## src/rtl/core/vdpr_pkg.sv

```systemverilog
`timescale 1ns / 1ps
// Package: shared types, register map and route codes for the voice mixer.
package vdpr_pkg;

  localparam int NUM_VOICES_DEF = 6;

  localparam int ADDR_W   = 6;
  localparam int ADDR_LSB = 3;
  localparam int DATA_W   = 64;
  localparam int IDX_W    = ADDR_W - ADDR_LSB;

  localparam int Q_DEPTH = 2;
  localparam int Q_PTR_W = (Q_DEPTH > 1) ? $clog2(Q_DEPTH) : 1;
  localparam int Q_CNT_W = $clog2(Q_DEPTH + 1);

  localparam logic [IDX_W-1:0] REG_RATES_0_3   = IDX_W'(0);
  localparam logic [IDX_W-1:0] REG_RATES_4_5_G = IDX_W'(1);
  localparam logic [IDX_W-1:0] REG_ROUTES      = IDX_W'(2);
  localparam logic [IDX_W-1:0] REG_GAINS_0_1   = IDX_W'(3);
  localparam logic [IDX_W-1:0] REG_GAINS_2_3   = IDX_W'(4);
  localparam logic [IDX_W-1:0] REG_GAINS_4_5   = IDX_W'(5);

  localparam logic [63:0] RATES_0_3_RST   = 64'h8000_8000_8000_8000;
  localparam logic [47:0] RATES_4_5_G_RST = 48'h8000_8000_8000;

  localparam logic [2:0] ROUTE_DAC1_ST = 3'd0;
  localparam logic [2:0] ROUTE_DAC2_ST = 3'd1;
  localparam logic [2:0] ROUTE_DAC1_L  = 3'd2;
  localparam logic [2:0] ROUTE_DAC1_R  = 3'd3;
  localparam logic [2:0] ROUTE_DAC2_L  = 3'd4;
  localparam logic [2:0] ROUTE_DAC2_R  = 3'd5;

  localparam int CH_DAC1_L = 0;
  localparam int CH_DAC1_R = 1;
  localparam int CH_DAC2_L = 2;
  localparam int CH_DAC2_R = 3;

  typedef struct packed {
    logic [2:0]         voice;
    logic signed [15:0] sample;
    logic [3:0]         jack_present;
  } voice_req_t;

  typedef struct packed {
    logic signed [15:0] dac1_left;
    logic signed [15:0] dac1_right;
    logic signed [15:0] dac2_left;
    logic signed [15:0] dac2_right;
  } mix_req_t;

  typedef struct packed {
    logic [63:0]      rates_0_3;
    logic [47:0]      rates_4_5_g;
    logic [17:0]      routes;
    logic [2:0][63:0] gains;
  } cfg_t;

  typedef struct packed {
    logic [2:0]         voice;
    logic               last;
    logic signed [15:0] sample;
    logic [2:0]         route;
    logic [31:0]        rate_prod;
    logic [15:0]        gain_l;
    logic [15:0]        gain_r;
  } q_entry_t;

  typedef struct packed {
    logic full;
    logic empty;
  } q_stat_t;

endpackage

```

## src/rtl/core/vdpr_regs.sv

```systemverilog
`timescale 1ns / 1ps
// Configuration register file behind the APB-style port.
module vdpr_regs (
  input  logic                        clk,
  input  logic                        rst,
  input  logic                        psel,
  input  logic                        penable,
  input  logic                        pwrite,
  input  logic [vdpr_pkg::ADDR_W-1:0] paddr,
  input  logic [vdpr_pkg::DATA_W-1:0] pwdata,
  output logic [vdpr_pkg::DATA_W-1:0] prdata,
  output vdpr_pkg::cfg_t              cfg
);
  import vdpr_pkg::*;

  logic             wr_en;
  logic [IDX_W-1:0] idx;

  assign idx   = paddr[ADDR_W-1:ADDR_LSB];
  assign wr_en = psel && penable && pwrite;

  always_ff @(posedge clk) begin
    if (rst) begin
      cfg.rates_0_3   <= RATES_0_3_RST;
      cfg.rates_4_5_g <= RATES_4_5_G_RST;
      cfg.routes      <= '0;
      cfg.gains       <= '0;
    end else if (wr_en) begin
      unique case (idx)
        REG_RATES_0_3:   cfg.rates_0_3   <= pwdata;
        REG_RATES_4_5_G: cfg.rates_4_5_g <= pwdata[47:0];
        REG_ROUTES:      cfg.routes      <= pwdata[17:0];
        REG_GAINS_0_1:   cfg.gains[0]    <= pwdata;
        REG_GAINS_2_3:   cfg.gains[1]    <= pwdata;
        REG_GAINS_4_5:   cfg.gains[2]    <= pwdata;
        default: ;
      endcase
    end
  end

  always_comb begin
    unique case (idx)
      REG_RATES_0_3:   prdata = cfg.rates_0_3;
      REG_RATES_4_5_G: prdata = {16'b0, cfg.rates_4_5_g};
      REG_ROUTES:      prdata = {46'b0, cfg.routes};
      REG_GAINS_0_1:   prdata = cfg.gains[0];
      REG_GAINS_2_3:   prdata = cfg.gains[1];
      REG_GAINS_4_5:   prdata = cfg.gains[2];
      default:         prdata = '0;
    endcase
  end

endmodule

```

## src/rtl/core/vdpr_front.sv

```systemverilog
`timescale 1ns / 1ps
// Front end: accepts voice requests, resolves routes, selects gains, forms rate product.
module vdpr_front #(
  parameter int NUM_VOICES = vdpr_pkg::NUM_VOICES_DEF
) (
  input  logic                 clk,
  input  logic                 rst,
  input  logic                 voice_valid,
  output logic                 voice_ready,
  input  vdpr_pkg::voice_req_t voice_req,
  input  vdpr_pkg::cfg_t       cfg,
  input  vdpr_pkg::q_stat_t    q_stat,
  output logic                 push,
  output vdpr_pkg::q_entry_t   entry
);
  import vdpr_pkg::*;

  localparam logic [2:0] LAST_VOICE  = 3'(NUM_VOICES - 1);
  localparam logic [2:0] VOICE_LIMIT = 3'(NUM_VOICES);

  logic        pending;
  logic        accept;
  logic        in_range;
  logic [15:0] rate;
  logic [15:0] glob;
  logic [63:0] greg;
  logic [2:0]  route_raw;
  q_entry_t    entry_next;

  function automatic logic [2:0] resolve_route(input logic [2:0] r, input logic [3:0] j);
    logic [2:0] res;
    res = r;
    unique case (r)
      ROUTE_DAC1_ST: res = (j[0] || j[1]) ? ROUTE_DAC1_ST : ROUTE_DAC2_ST;
      ROUTE_DAC2_ST: res = (j[2] || j[3]) ? ROUTE_DAC2_ST : ROUTE_DAC1_ST;
      ROUTE_DAC1_L: begin
        priority if (j[0]) res = ROUTE_DAC1_L;
        else if (j[1])     res = ROUTE_DAC1_R;
        else if (j[2])     res = ROUTE_DAC2_L;
        else if (j[3])     res = ROUTE_DAC2_R;
        else               res = r;
      end
      ROUTE_DAC1_R: begin
        priority if (j[1]) res = ROUTE_DAC1_R;
        else if (j[0])     res = ROUTE_DAC1_L;
        else if (j[2])     res = ROUTE_DAC2_L;
        else if (j[3])     res = ROUTE_DAC2_R;
        else               res = r;
      end
      ROUTE_DAC2_L: begin
        priority if (j[2]) res = ROUTE_DAC2_L;
        else if (j[3])     res = ROUTE_DAC2_R;
        else if (j[0])     res = ROUTE_DAC1_L;
        else if (j[1])     res = ROUTE_DAC1_R;
        else               res = r;
      end
      ROUTE_DAC2_R: begin
        priority if (j[3]) res = ROUTE_DAC2_R;
        else if (j[2])     res = ROUTE_DAC2_L;
        else if (j[1])     res = ROUTE_DAC1_R;
        else if (j[0])     res = ROUTE_DAC1_L;
        else               res = r;
      end
      default: res = r;
    endcase
    return res;
  endfunction

  assign voice_ready = !pending || !q_stat.full;
  assign accept      = voice_valid && voice_ready;
  assign push        = pending && !q_stat.full;
  assign in_range    = voice_req.voice < VOICE_LIMIT;
  assign glob        = cfg.rates_4_5_g[47:32];

  always_comb begin
    unique case (voice_req.voice)
      3'd0: begin
        rate      = cfg.rates_0_3[15:0];
        route_raw = cfg.routes[2:0];
      end
      3'd1: begin
        rate      = cfg.rates_0_3[31:16];
        route_raw = cfg.routes[5:3];
      end
      3'd2: begin
        rate      = cfg.rates_0_3[47:32];
        route_raw = cfg.routes[8:6];
      end
      3'd3: begin
        rate      = cfg.rates_0_3[63:48];
        route_raw = cfg.routes[11:9];
      end
      3'd4: begin
        rate      = cfg.rates_4_5_g[15:0];
        route_raw = cfg.routes[14:12];
      end
      3'd5: begin
        rate      = cfg.rates_4_5_g[31:16];
        route_raw = cfg.routes[17:15];
      end
      default: begin
        rate      = '0;
        route_raw = ROUTE_DAC1_ST;
      end
    endcase

    unique case (voice_req.voice[2:1])
      2'd0:    greg = cfg.gains[0];
      2'd1:    greg = cfg.gains[1];
      2'd2:    greg = cfg.gains[2];
      default: greg = '0;
    endcase

    entry_next.voice     = voice_req.voice;
    entry_next.last      = voice_req.voice == LAST_VOICE;
    entry_next.sample    = voice_req.sample;
    entry_next.route     = resolve_route(route_raw, voice_req.jack_present);
    entry_next.rate_prod = {16'b0, rate} * {16'b0, glob};
    entry_next.gain_l    = voice_req.voice[0] ? greg[47:32] : greg[15:0];
    entry_next.gain_r    = voice_req.voice[0] ? greg[63:48] : greg[31:16];
  end

  always_ff @(posedge clk) begin
    if (rst) begin
      pending <= 1'b0;
    end else if (accept) begin
      pending <= in_range;
    end else if (push) begin
      pending <= 1'b0;
    end
  end

  always_ff @(posedge clk) begin
    if (accept) begin
      entry <= entry_next;
    end
  end

endmodule

```

## src/rtl/core/vdpr_queue.sv

```systemverilog
`timescale 1ns / 1ps
// Short request queue between front end and mixing back end.
module vdpr_queue (
  input  logic               clk,
  input  logic               rst,
  input  logic               push,
  input  vdpr_pkg::q_entry_t wr_entry,
  input  logic               pop,
  output vdpr_pkg::q_entry_t rd_entry,
  output vdpr_pkg::q_stat_t  q_stat
);
  import vdpr_pkg::*;

  q_entry_t           slots [Q_DEPTH];
  logic [Q_PTR_W-1:0] wr_ptr;
  logic [Q_PTR_W-1:0] rd_ptr;
  logic [Q_CNT_W-1:0] count;
  logic               do_push;
  logic               do_pop;

  assign q_stat.full  = count == Q_CNT_W'(Q_DEPTH);
  assign q_stat.empty = count == '0;
  assign do_push      = push && !q_stat.full;
  assign do_pop       = pop && !q_stat.empty;
  assign rd_entry     = slots[rd_ptr];

  always_ff @(posedge clk) begin
    if (rst) begin
      wr_ptr <= '0;
      rd_ptr <= '0;
      count  <= '0;
    end else begin
      if (do_push) begin
        wr_ptr <= (wr_ptr == Q_PTR_W'(Q_DEPTH - 1)) ? '0 : wr_ptr + 1'b1;
      end
      if (do_pop) begin
        rd_ptr <= (rd_ptr == Q_PTR_W'(Q_DEPTH - 1)) ? '0 : rd_ptr + 1'b1;
      end
      if (do_push && !do_pop) begin
        count <= count + 1'b1;
      end else if (do_pop && !do_push) begin
        count <= count - 1'b1;
      end
    end
  end

  always_ff @(posedge clk) begin
    if (do_push) begin
      slots[wr_ptr] <= wr_entry;
    end
  end

endmodule

```

## src/rtl/core/vdpr_back.sv

```systemverilog
`timescale 1ns / 1ps
// Back end: rate reducer, pan scaling and saturating channel accumulation.
module vdpr_back #(
  parameter int NUM_VOICES = vdpr_pkg::NUM_VOICES_DEF
) (
  input  logic               clk,
  input  logic               rst,
  input  vdpr_pkg::q_entry_t rd_entry,
  input  vdpr_pkg::q_stat_t  q_stat,
  output logic               pop,
  output logic               mix_valid,
  input  logic               mix_ready,
  output vdpr_pkg::mix_req_t mix_req
);
  import vdpr_pkg::*;

  localparam int          VW        = (NUM_VOICES > 1) ? $clog2(NUM_VOICES) : 1;
  localparam logic [32:0] PHASE_ONE = 33'h0_4000_0000;
  localparam logic [30:0] PHASE_MAX = 31'h7FFF_FFFF;

  logic adv;

  logic [30:0]        phase [NUM_VOICES];
  logic signed [15:0] held  [NUM_VOICES];
  logic [VW-1:0]      vidx;
  logic [32:0]        psum;
  logic [32:0]        pdec;
  logic               latch;
  logic [30:0]        phase_next;
  logic signed [15:0] h_next;

  logic               s2_valid;
  logic               s2_last;
  logic [2:0]         s2_route;
  logic signed [15:0] s2_h;
  logic [15:0]        s2_gl;
  logic [15:0]        s2_gr;

  logic               s3_valid;
  logic               s3_last;
  logic [2:0]         s3_route;
  logic signed [15:0] s3_h;
  logic signed [32:0] s3_pl;
  logic signed [32:0] s3_pr;

  logic               s4_valid;
  logic               s4_last;
  logic [3:0]         s4_en;
  logic signed [15:0] s4_c [4];

  logic signed [15:0] sl;
  logic signed [15:0] sr;
  logic [3:0]         en_next;
  logic signed [15:0] c_next [4];

  logic signed [15:0] sums      [4];
  logic signed [15:0] sums_next [4];

  // product >> 15 rounded toward zero, clamped to 16 bits
  function automatic logic signed [15:0] scale_sat(input logic signed [32:0] p);
    logic signed [32:0] adj;
    logic signed [17:0] q;
    logic signed [15:0] res;
    adj = p + (p[32] ? 33'sd32767 : 33'sd0);
    q   = adj[32:15];
    if (q[17:15] == 3'b000 || q[17:15] == 3'b111) begin
      res = q[15:0];
    end else begin
      res = q[17] ? 16'sh8000 : 16'sh7FFF;
    end
    return res;
  endfunction

  function automatic logic signed [15:0] add_sat(input logic signed [15:0] a,
                                                 input logic signed [15:0] b);
    logic signed [16:0] s;
    logic signed [15:0] res;
    s = 17'(a) + 17'(b);
    if (s[16] != s[15]) begin
      res = s[16] ? 16'sh8000 : 16'sh7FFF;
    end else begin
      res = s[15:0];
    end
    return res;
  endfunction

  assign adv = !mix_valid || mix_ready;
  assign pop = adv && !q_stat.empty;

  // rate reducer
  always_comb begin
    vidx       = rd_entry.voice[VW-1:0];
    psum       = {2'b0, phase[vidx]} + {1'b0, rd_entry.rate_prod};
    latch      = psum[32:30] != 3'b000;
    pdec       = latch ? psum - PHASE_ONE : psum;
    phase_next = (pdec[32:31] != 2'b00) ? PHASE_MAX : pdec[30:0];
    h_next     = latch ? rd_entry.sample : held[vidx];
  end

  always_ff @(posedge clk) begin
    if (rst) begin
      for (int i = 0; i < NUM_VOICES; i++) begin
        phase[i] <= '0;
        held[i]  <= '0;
      end
    end else if (pop) begin
      phase[vidx] <= phase_next;
      held[vidx]  <= h_next;
    end
  end

  // route to channel contributions
  always_comb begin
    sl      = scale_sat(s3_pl);
    sr      = scale_sat(s3_pr);
    en_next = '0;
    for (int i = 0; i < 4; i++) begin
      c_next[i] = '0;
    end
    unique case (s3_route)
      ROUTE_DAC1_ST: begin
        en_next[CH_DAC1_L] = 1'b1;
        en_next[CH_DAC1_R] = 1'b1;
        c_next[CH_DAC1_L]  = sl;
        c_next[CH_DAC1_R]  = sr;
      end
      ROUTE_DAC2_ST: begin
        en_next[CH_DAC2_L] = 1'b1;
        en_next[CH_DAC2_R] = 1'b1;
        c_next[CH_DAC2_L]  = sl;
        c_next[CH_DAC2_R]  = sr;
      end
      ROUTE_DAC1_L: begin
        en_next[CH_DAC1_L] = 1'b1;
        c_next[CH_DAC1_L]  = s3_h;
      end
      ROUTE_DAC1_R: begin
        en_next[CH_DAC1_R] = 1'b1;
        c_next[CH_DAC1_R]  = s3_h;
      end
      ROUTE_DAC2_L: begin
        en_next[CH_DAC2_L] = 1'b1;
        c_next[CH_DAC2_L]  = s3_h;
      end
      ROUTE_DAC2_R: begin
        en_next[CH_DAC2_R] = 1'b1;
        c_next[CH_DAC2_R]  = s3_h;
      end
      default: ;
    endcase
  end

  always_comb begin
    for (int i = 0; i < 4; i++) begin
      sums_next[i] = s4_en[i] ? add_sat(sums[i], s4_c[i]) : sums[i];
    end
  end

  always_ff @(posedge clk) begin
    if (rst) begin
      s2_valid  <= 1'b0;
      s3_valid  <= 1'b0;
      s4_valid  <= 1'b0;
      mix_valid <= 1'b0;
      for (int i = 0; i < 4; i++) begin
        sums[i] <= '0;
      end
    end else if (adv) begin
      s2_valid  <= pop;
      s3_valid  <= s2_valid;
      s4_valid  <= s3_valid;
      mix_valid <= s4_valid && s4_last;
      if (s4_valid) begin
        for (int i = 0; i < 4; i++) begin
          sums[i] <= s4_last ? 16'sd0 : sums_next[i];
        end
      end
    end
  end

  always_ff @(posedge clk) begin
    if (adv) begin
      s2_last  <= rd_entry.last;
      s2_route <= rd_entry.route;
      s2_h     <= h_next;
      s2_gl    <= rd_entry.gain_l;
      s2_gr    <= rd_entry.gain_r;

      s3_last  <= s2_last;
      s3_route <= s2_route;
      s3_h     <= s2_h;
      s3_pl    <= 33'(s2_h) * $signed({17'b0, s2_gl});
      s3_pr    <= 33'(s2_h) * $signed({17'b0, s2_gr});

      s4_last  <= s3_last;
      s4_en    <= en_next;
      for (int i = 0; i < 4; i++) begin
        s4_c[i] <= c_next[i];
      end

      if (s4_valid && s4_last) begin
        mix_req.dac1_left  <= sums_next[CH_DAC1_L];
        mix_req.dac1_right <= sums_next[CH_DAC1_R];
        mix_req.dac2_left  <= sums_next[CH_DAC2_L];
        mix_req.dac2_right <= sums_next[CH_DAC2_R];
      end
    end
  end

endmodule

```

## src/rtl/core/voice_decimate_pan_route_mixer_unit.sv

```systemverilog
`timescale 1ns / 1ps
// Top level: voice rate reducer, router and four-channel saturating mixer.
// Throughput: one voice request per cycle unless a held mix request stalls the back end;
//   one mix request per NUM_VOICES voices. Path of the last voice to mix_valid: front register,
//   queue slot, phase stage, multiply stage, scale stage, accumulate into the output register.
// A held mix request stalls the back end; the front register and queue take requests until full.
// Reset (synchronous, rst high): registers to defaults, phases, held samples and sums cleared.
module voice_decimate_pan_route_mixer_unit #(
  parameter int NUM_VOICES = vdpr_pkg::NUM_VOICES_DEF
) (
  input  logic                        clk,
  input  logic                        rst,
  input  logic                        voice_valid,
  output logic                        voice_ready,
  input  vdpr_pkg::voice_req_t        voice_req,
  output logic                        mix_valid,
  input  logic                        mix_ready,
  output vdpr_pkg::mix_req_t          mix_req,
  input  logic                        psel,
  input  logic                        penable,
  input  logic                        pwrite,
  input  logic [vdpr_pkg::ADDR_W-1:0] paddr,
  input  logic [vdpr_pkg::DATA_W-1:0] pwdata,
  output logic [vdpr_pkg::DATA_W-1:0] prdata,
  output logic                        pready
);
  import vdpr_pkg::*;

  cfg_t     cfg;
  q_stat_t  q_stat;
  q_entry_t q_wr;
  q_entry_t q_rd;
  logic     q_push;
  logic     q_pop;

  assign pready = 1'b1;

  vdpr_regs u_regs (
    .clk     (clk),
    .rst     (rst),
    .psel    (psel),
    .penable (penable),
    .pwrite  (pwrite),
    .paddr   (paddr),
    .pwdata  (pwdata),
    .prdata  (prdata),
    .cfg     (cfg)
  );

  vdpr_front #(.NUM_VOICES(NUM_VOICES)) u_front (
    .clk         (clk),
    .rst         (rst),
    .voice_valid (voice_valid),
    .voice_ready (voice_ready),
    .voice_req   (voice_req),
    .cfg         (cfg),
    .q_stat      (q_stat),
    .push        (q_push),
    .entry       (q_wr)
  );

  vdpr_queue u_queue (
    .clk      (clk),
    .rst      (rst),
    .push     (q_push),
    .wr_entry (q_wr),
    .pop      (q_pop),
    .rd_entry (q_rd),
    .q_stat   (q_stat)
  );

  vdpr_back #(.NUM_VOICES(NUM_VOICES)) u_back (
    .clk       (clk),
    .rst       (rst),
    .rd_entry  (q_rd),
    .q_stat    (q_stat),
    .pop       (q_pop),
    .mix_valid (mix_valid),
    .mix_ready (mix_ready),
    .mix_req   (mix_req)
  );

  a_queue_state: assert property (@(posedge clk) disable iff (rst)
    !(q_stat.full && q_stat.empty))
    else $error("queue reports full and empty together");

  a_no_push_full: assert property (@(posedge clk) disable iff (rst)
    q_push |-> !q_stat.full)
    else $error("front pushed into a full queue");

  a_stall_cause: assert property (@(posedge clk) disable iff (rst)
    !voice_ready |-> q_stat.full)
    else $error("front stalled while queue had room");

  a_reset_out: assert property (@(posedge clk)
    rst |=> !mix_valid)
    else $error("mix request valid after reset");

endmodule
```

## config.mk

```make
export PLATFORM = sky130hd
export DESIGN_NAME = voice_decimate_pan_route_mixer_unit
export DESIGN_NICKNAME = d
export VERILOG_FILES = /design/src/rtl/core/vdpr_pkg.sv /design/src/rtl/core/vdpr_regs.sv /design/src/rtl/core/vdpr_front.sv /design/src/rtl/core/vdpr_queue.sv /design/src/rtl/core/vdpr_back.sv /design/src/rtl/core/voice_decimate_pan_route_mixer_unit.sv
export SDC_FILE = /design/constraint.sdc
export NUM_CORES = 2
export LEC_CHECK = 0
export ABC_AREA = 1
export ABC_CLOCK_PERIOD_IN_PS = 24000
export BUFFER_PORTS_ARGS = -buffer_cell sky130_fd_sc_hd__buf_2
export CAP_MARGIN = 15
export CELL_PAD_IN_SITES_DETAIL_PLACEMENT = 1
export CELL_PAD_IN_SITES_GLOBAL_PLACEMENT = 1
export CORE_MARGIN = 4
export CORE_UTILIZATION = 39
export CTS_BUF_LIST = sky130_fd_sc_hd__clkbuf_4 sky130_fd_sc_hd__clkbuf_8
export DETAILED_ROUTE_END_ITERATION = 10
export PLACE_DENSITY = 0.7
export SETUP_SLACK_MARGIN = 0.3
export SYNTH_ARGS = -nofsm -noshare
export SYNTH_HDL_FRONTEND = slang
export SYNTH_SLANG_ARGS = --single-unit
export TNS_END_PERCENT = 100
```

## constraint.sdc

```tcl
create_clock -name clk -period 24 [get_ports clk]
set_clock_uncertainty 0.2 [all_clocks]
set_input_delay 4.8 -clock clk [delete_from_list [all_inputs] [get_ports clk]]
set_output_delay 4.8 -clock clk [all_outputs]
set_load 0.01 [all_outputs]
```

## After elaboration in Yosys (flattened, before gate mapping)

Memories as Yosys holds them, arrays and structs flattened. A register that Yosys moved wholly into a read port is not among the register bits.
Cells that the tools add are included.

- Memories kept: 5
- Bits in latches: 0
- Bits in registers: 625
- Input port bits: 100
- ROM bits: 0
- Output and inout port bits: 131
- RAM bits: 584

Memories:

| memory | words | width | rd ports | clocked after memory_dff | wr ports | RTL line | source |
|---|---|---|---|---|---|---|---|
| u_back.phase | 6 | 31 | 1 | 0 | 6 | vdpr_back.sv:23 | `logic [30:0] phase [NUM_VOICES];` |
| u_queue.slots | 2 | 87 | 1 | 1 | 1 | vdpr_queue.sv:14 | `q_entry_t slots [Q_DEPTH];` |
| u_back.held | 6 | 16 | 1 | 0 | 6 | vdpr_back.sv:24 | `logic signed [15:0] held [NUM_VOICES];` |
| u_back.s4_c | 4 | 16 | 4 | 0 | 4 | vdpr_back.sv:49 | `logic signed [15:0] s4_c [4];` |
| u_back.sums | 4 | 16 | 4 | 0 | 4 | vdpr_back.sv:56 | `logic signed [15:0] sums [4];` |

- Add/subtract/negate cells: 12
- Bitwise logic cells: 4
- Order comparisons: 1
- Multipliers: 3
- Mux-type cells: 87
- Div/mod/pow operators: 0
- Equality and inequality tests: 29
- Shift-type cells: 0
- Reduce and logical (&&, ||, !) cells: 47

Operators with widths:

| cell | count |
|---|---|
| two-way mux 16 bit | 28 |
| one-hot mux 64 bit (6 select lines) | 1 |
| one-hot mux 64 bit (3 select lines) | 1 |
| one-hot mux 16 bit (2 select lines) | 4 |
| one-hot mux 16 bit (6 select lines) | 1 |
| adder 16 x 16 -> 17 bit | 4 |
| adder 33 bit | 2 |
| multiplier 16 x 17 -> 33 bit | 2 |
| two-way mux 31 bit | 2 |
| two-way mux 3 bit | 16 |
| one-hot mux 3 bit (6 select lines) | 2 |
| adder 31 x 32 -> 33 bit | 1 |
| two-way mux 33 bit | 1 |
| subtractor 33 x 31 -> 33 bit (second input constant) | 1 |
| multiplier 16 x 16 -> 32 bit | 1 |
| OR reduction 31 bit | 1 |
| == test 3 bit (second input constant) | 10 |
| two-way mux 15 bit | 2 |
| two-way mux 1 bit | 27 |
| == test 3 x 2 -> 1 bit (second input constant) | 8 |
| logical NOT 3 bit | 6 |
| OR reduction 16 bit | 1 |
| AND reduction 2 bit | 7 |
| == test 3 x 1 -> 1 bit (second input constant) | 4 |
| other kinds (16) | 50 |

## Longest topological paths before layout

- Word-level depth: 8
- Mapped depth: 35
- Mapped depth without buffers: 33

## Hierarchy

A second synthesis with hierarchy kept.

- Cells, all modules: 10988
- Area, all modules: 91514.0 um^2

By module, submodules not included:

| module | seq. area each (um^2) | instances | area each (um^2) | cells an instance |
|---|---|---|---|---|
| vdpr_back | 21430.6 | 1 | 55418.2 | 6389 |
| vdpr_regs | 6446.2 | 1 | 15616.2 | 2559 |
| vdpr_front | 2632.5 | 1 | 13827.0 | 1730 |
| vdpr_queue | 5325.1 | 1 | 6641.4 | 308 |
| voice_decimate_pan_route_mixer_unit | 0.0 | 1 | 11.3 | 2 |

## Worst setup path after synthesis

OpenSTA, ideal clock, no wires.

- Kind: input to register
- Start: input port mix_ready
- End: memory u_back.sums[0][0], enable pin
- Stages on the path: 4
- Path slack: 12.549 ns
- Required time: 23.376 ns
- Data arrival time: 10.827 ns
- Cells stage by stage: nor2_1 > inv_1 > nand2_1 > nand2_1

RTL lines:

| item | RTL line | source |
|---|---|---|
| from (decl) | voice_decimate_pan_route_mixer_unit.sv:17 | `input logic mix_ready,` |
| to (decl) | vdpr_back.sv:56 |  |

==> results.md <==
- The number of global-route vias before repair is 76200.
- Routability-driven placement finished with a final weighted congestion of 0.887.
- The worst hold path startpoint is u_back.s3_last.
- The count of buffers added on input and output ports is ~230.
- The classification of the worst-slack hold path is reg -> reg.
- The worst hold slack is 226 ps.
- The clock period minus final worst setup slack is about 13000 ps.
- Across all layers, the routed design uses 69900 vias.
- The net count of the finished layout is about 11000.
- At the later pin of the worst-skew pair, clock insertion delay measures 1000 ps.
- The number of gates resized after CTS was 0.
- Pin placement for this block handled between 200 and 250 I/O pins.
- The number of nets in the synthesized netlist is approximately 11000.
- Each instance of the synthesized netlist takes up on average just under 9 sq um.
- The run finished with clean final reports.
- The final count of hold timing violations came to 0.
- The count of flip-flops with a built-in enable after synthesis is just under 1000.
- For hold timing, the worst endpoint is u_back.s4_last.
- At the worst endpoint, the required time is roughly 25000 ps.
- The setup violation total in the final timing report is 0.
- The share of the cycle needed by the critical path after routing is around 54%.
- The most numerous cell type found on the critical path is sky130_fd_sc_hd__nand2_1.
- The fill cell instance count of the final layout is roughly 26000.
- The number of cells produced by synthesis is roughly 10000.
- For this design, the CTS-stage hold fixing added 0 buffers.
- In the final timing run, aggregate negative setup slack is 0 ps.
- STA classifies the critical path endpoint as a flop.
- For the pin with the worst max-slew slack, the measured transition is about 1200 ps.
- The clock-pin slew on the worst setup and hold paths is 60 ps.
- The headroom to the max-slew limit is 19.3%.
- Before antenna repair, the detailed router went through 5 iterations.
- In this run the number of H-tree levels came out at 4.
- Cells with a size suffix above 1 make up 8.57% of the layout.
- Setup repair after global routing left no endpoint under its margin.
- Entering global routing, the biggest net connects roughly 120 pins.
- Measured along the y axis, the die boundary spans 480 um.
- Counting flops and latches in the post-synthesis netlist gives 1304.
- The peak fanout along the critical path is 39.
- In this run the cell area of the synthesized design comes to 86900 sq um.
- The clock sink total is 1304.
- The Yosys step of the flow raised 0 warnings.
- Global routing used 24.5% of the available tracks across all layers.
- For this run, the top clock speed supported by timing is about 77 MHz.
- Max-cap violations in this run came to 0.
- The number of setup buffers added after CTS is 0.
- The detailed router finished its first iteration with 4548 violations.
- The DRC violation count after routing is 0.
- The average detailed-routed wire length per instance is ~21 um.
- The number of distinct standard cells referenced by the synthesized netlist is 56.
- The count of nets left with antenna violations once routing finished came out at 0.
- The floorplan step set the die width to slightly below 500 um.
- The flip-flop cell with the highest count after synthesis is sky130_fd_sc_hd__edfxtp_1.
- Of the synthesized area, sequential elements account for around two fifths.
- The number of cells traversed by the worst register-to-register path is 27.
- The total global routing overflow is 0.
- The final max-slew violation count came to 0.
- Measured on the finished design, the core utilization comes to around 43%.
- After synthesis, the share of flip-flops with an asynchronous set or reset is 0%.
- The area growth from synthesis to layout is 10.3%.
- TritonCTS built the clock tree.
- The kind of start point of the critical path is an input pin.
- The wire length of the first global-routing pass is about 440000 um.
- Clock tree synthesis inserted a total of ~220 buffers.
- The largest single stage delay on the critical path is between 600 and 700 ps.
- The CTS root buffer is sky130_fd_sc_hd__clkbuf_8.
- The clock passes through at most 3 buffers.
- For this block, the routed nets add up to 283000 um of wire.
- Using the TritonRoute via totals, the vias-per-cell ratio works out to approximately 5.3.
- The initial core utilization is 39.2%.
- The class of the most critical setup path is in -> reg.
- The number of rows created at floorplan is about 170.
- At the worst endpoint, the arrival time is around 13000 ps.
- The slowest cell on the critical path is sky130_fd_sc_hd__nand2_1.
- The internal reg-to-reg setup slack is ~16000 ps.
- The worst reg2reg path endpoint is u_back.held[6][15].
- Along the worst hold path, the cell count comes to 0.
- The die covers between 200000 and 250000 sq um.
- Summing all placed instances gives a cell area of between 90000 and 100000 sq um.
- The core region area is between 200000 and 250000 sq um.
- The HPWL after detailed placement is ~200000 um.
- The post-route cell area is roughly 96000 sq um.
- The number of antenna violations at the first check in global routing was 35.
cell type report:
cell class,count,area [sq um],share of cell area (%)
Antenna cell,13,32.5,0.0339
Clock buffer,325,3990,4.16
Clock inverter,93,981,1.02
Inverter,1623,6120,6.39
Multi-Input combinational cell,6571,43400,45.2
Sequential cell,1304,35800,37.4
Tap cell,2975,3720,3.88
Timing Repair Buffer,316,1800,1.88
layout by cell type, fill, tap and decap left out, drive strengths merged, types with 325 or more instances in the layout:
| cell type | Yosys | final |
|---|---|---|
| nand2 | 2066 | 2066 |
| dfxtp | 332 | 332 |
| o21ai | 726 | 726 |
| clkbuf | 348 | 325 |
| a21oi | 484 | 484 |
| nor2 | 1192 | 1192 |
| edfxtp | 972 | 972 |
| fa | 587 | 587 |
| ha | 475 | 475 |
| inv | 1614 | 1615 |
sequential cells by signal (all words and copies together), names as in the netlist, 2 cells and up, named ones only:
name	count
u_back.s2_route	3
u_queue.count	2
u_back.mix_req	64
u_front.entry	87
u_back.s3_route	3
u_back.sums	64
u_back.s2_h	16
u_back.s2_gr	16
u_back.s2_gl	16
u_regs.cfg	322
u_back.s3_pl	33
u_back.held	128
u_queue.slots	174
u_back.phase	248
u_back.s4_c	64
u_back.s4_en	4
u_back.s3_h	16
u_back.s3_pr	33
how the worst max path moves through the flow:
| stage | start | endpoint | slack, ps | cells after the start |
|---|---|---|---|---|
| floorplan | mix_ready | u_back.sums[0][0] | 12550 | 4 |
| global placement | voice_req[20] | u_front.entry[61] | 10490 | 33 |
| detailed placement | voice_req[20] | u_front.entry[61] | 10260 | 31 |
| CTS | voice_req[20] | u_front.entry[61] | 11390 | 31 |
| global route | voice_req[20] | u_front.entry[61] | 10840 | 31 |
| finish | voice_req[20] | u_front.entry[61] | 11100 | 31 |
through the flow:
step / cells / worst slack [ps]
2_1_floorplan: 9940 / 12550
3_3_place_gp: 12800 / 10490
3_5_place_dp: 12800 / 10260
4_1_cts: 13200 / 11390
5_1_grt: 13200 / 10840
6_report: 13200 / 11100
critical path, delay by kind of cell:
kind | cells | cell delay [ps]
AND/OR/NAND/NOR | 12 | 2830
buffers and inverters | 10 | 2350
adder cells (fa/ha/maj) | 7 | 3200
XOR/XNOR | 1 | 60
AO/OA/AOI/OAI | 1 | 170
cells in the mapped netlist, types with 4 or more instances:
master	n	share of area, %
sky130_fd_sc_hd__xnor2_1	56	0.56
sky130_fd_sc_hd__inv_2	15	0.065
sky130_fd_sc_hd__dfxtp_1	332	7.6
sky130_fd_sc_hd__a221oi_1	50	0.50
sky130_fd_sc_hd__o21bai_1	25	0.22
sky130_fd_sc_hd__o221ai_1	51	0.51
sky130_fd_sc_hd__fa_1	587	14
sky130_fd_sc_hd__and2_1	7	0.050
sky130_fd_sc_hd__nand2_2	21	0.15
sky130_fd_sc_hd__nand2_4	4	0.052
sky130_fd_sc_hd__a21boi_0	12	0.10
sky130_fd_sc_hd__edfxtp_1	972	34
sky130_fd_sc_hd__a211oi_1	4	0.035
sky130_fd_sc_hd__a21oi_1	484	2.8
sky130_fd_sc_hd__nor3_1	49	0.28
sky130_fd_sc_hd__clkbuf_1	348	1.5
sky130_fd_sc_hd__o211ai_1	64	0.55
sky130_fd_sc_hd__o21ai_1	11	0.063
sky130_fd_sc_hd__clkinv_1	8	0.035
sky130_fd_sc_hd__buf_6	8	0.10
sky130_fd_sc_hd__inv_1	1599	6.9
sky130_fd_sc_hd__nand3_1	241	1.4
sky130_fd_sc_hd__buf_1	18	0.078
sky130_fd_sc_hd__ha_1	475	6.8
sky130_fd_sc_hd__o311ai_0	4	0.040
sky130_fd_sc_hd__a21o_1	22	0.19
sky130_fd_sc_hd__nand3b_1	11	0.095
sky130_fd_sc_hd__buf_4	6	0.052
sky130_fd_sc_hd__nor2_2	14	0.10
sky130_fd_sc_hd__o22ai_1	126	0.91
sky130_fd_sc_hd__nand4_1	44	0.32
sky130_fd_sc_hd__or2_2	79	0.57
sky130_fd_sc_hd__nor2_1	1178	5.1
sky130_fd_sc_hd__nand2_1	2041	8.8
sky130_fd_sc_hd__a31oi_1	45	0.32
sky130_fd_sc_hd__xor2_1	105	1.1
sky130_fd_sc_hd__buf_2	62	0.36
sky130_fd_sc_hd__a221o_1	11	0.13
sky130_fd_sc_hd__nor4_1	11	0.079
sky130_fd_sc_hd__o21ai_0	715	4.1
layer usage:
metal / global-route usage, % / wire (um) / part of all wire, %
met2: 42.0 / 136000 / 48
met3: 4.18 / 17000 / 6.0
met1: 31.2 / 119000 / 42
met5: 0 / 186 / 0.066
met4: 8.61 / 10100 / 3.6
logic make-up after synthesis:
family / Yosys count / share of synthesized area [%]
buf+inv: 2065 / 9.10
flops: 1304 / 41.2
other cells: 1 / 0.00431
xor+xnor: 161 / 1.62
compound gates: 1638 / 10.6
simple gates: 3709 / 17.1
fa+ha+maj: 1062 / 20.4
Power is not shown: default switching activity piles up to over one toggle a cycle in this logic, so the estimate is an artifact.
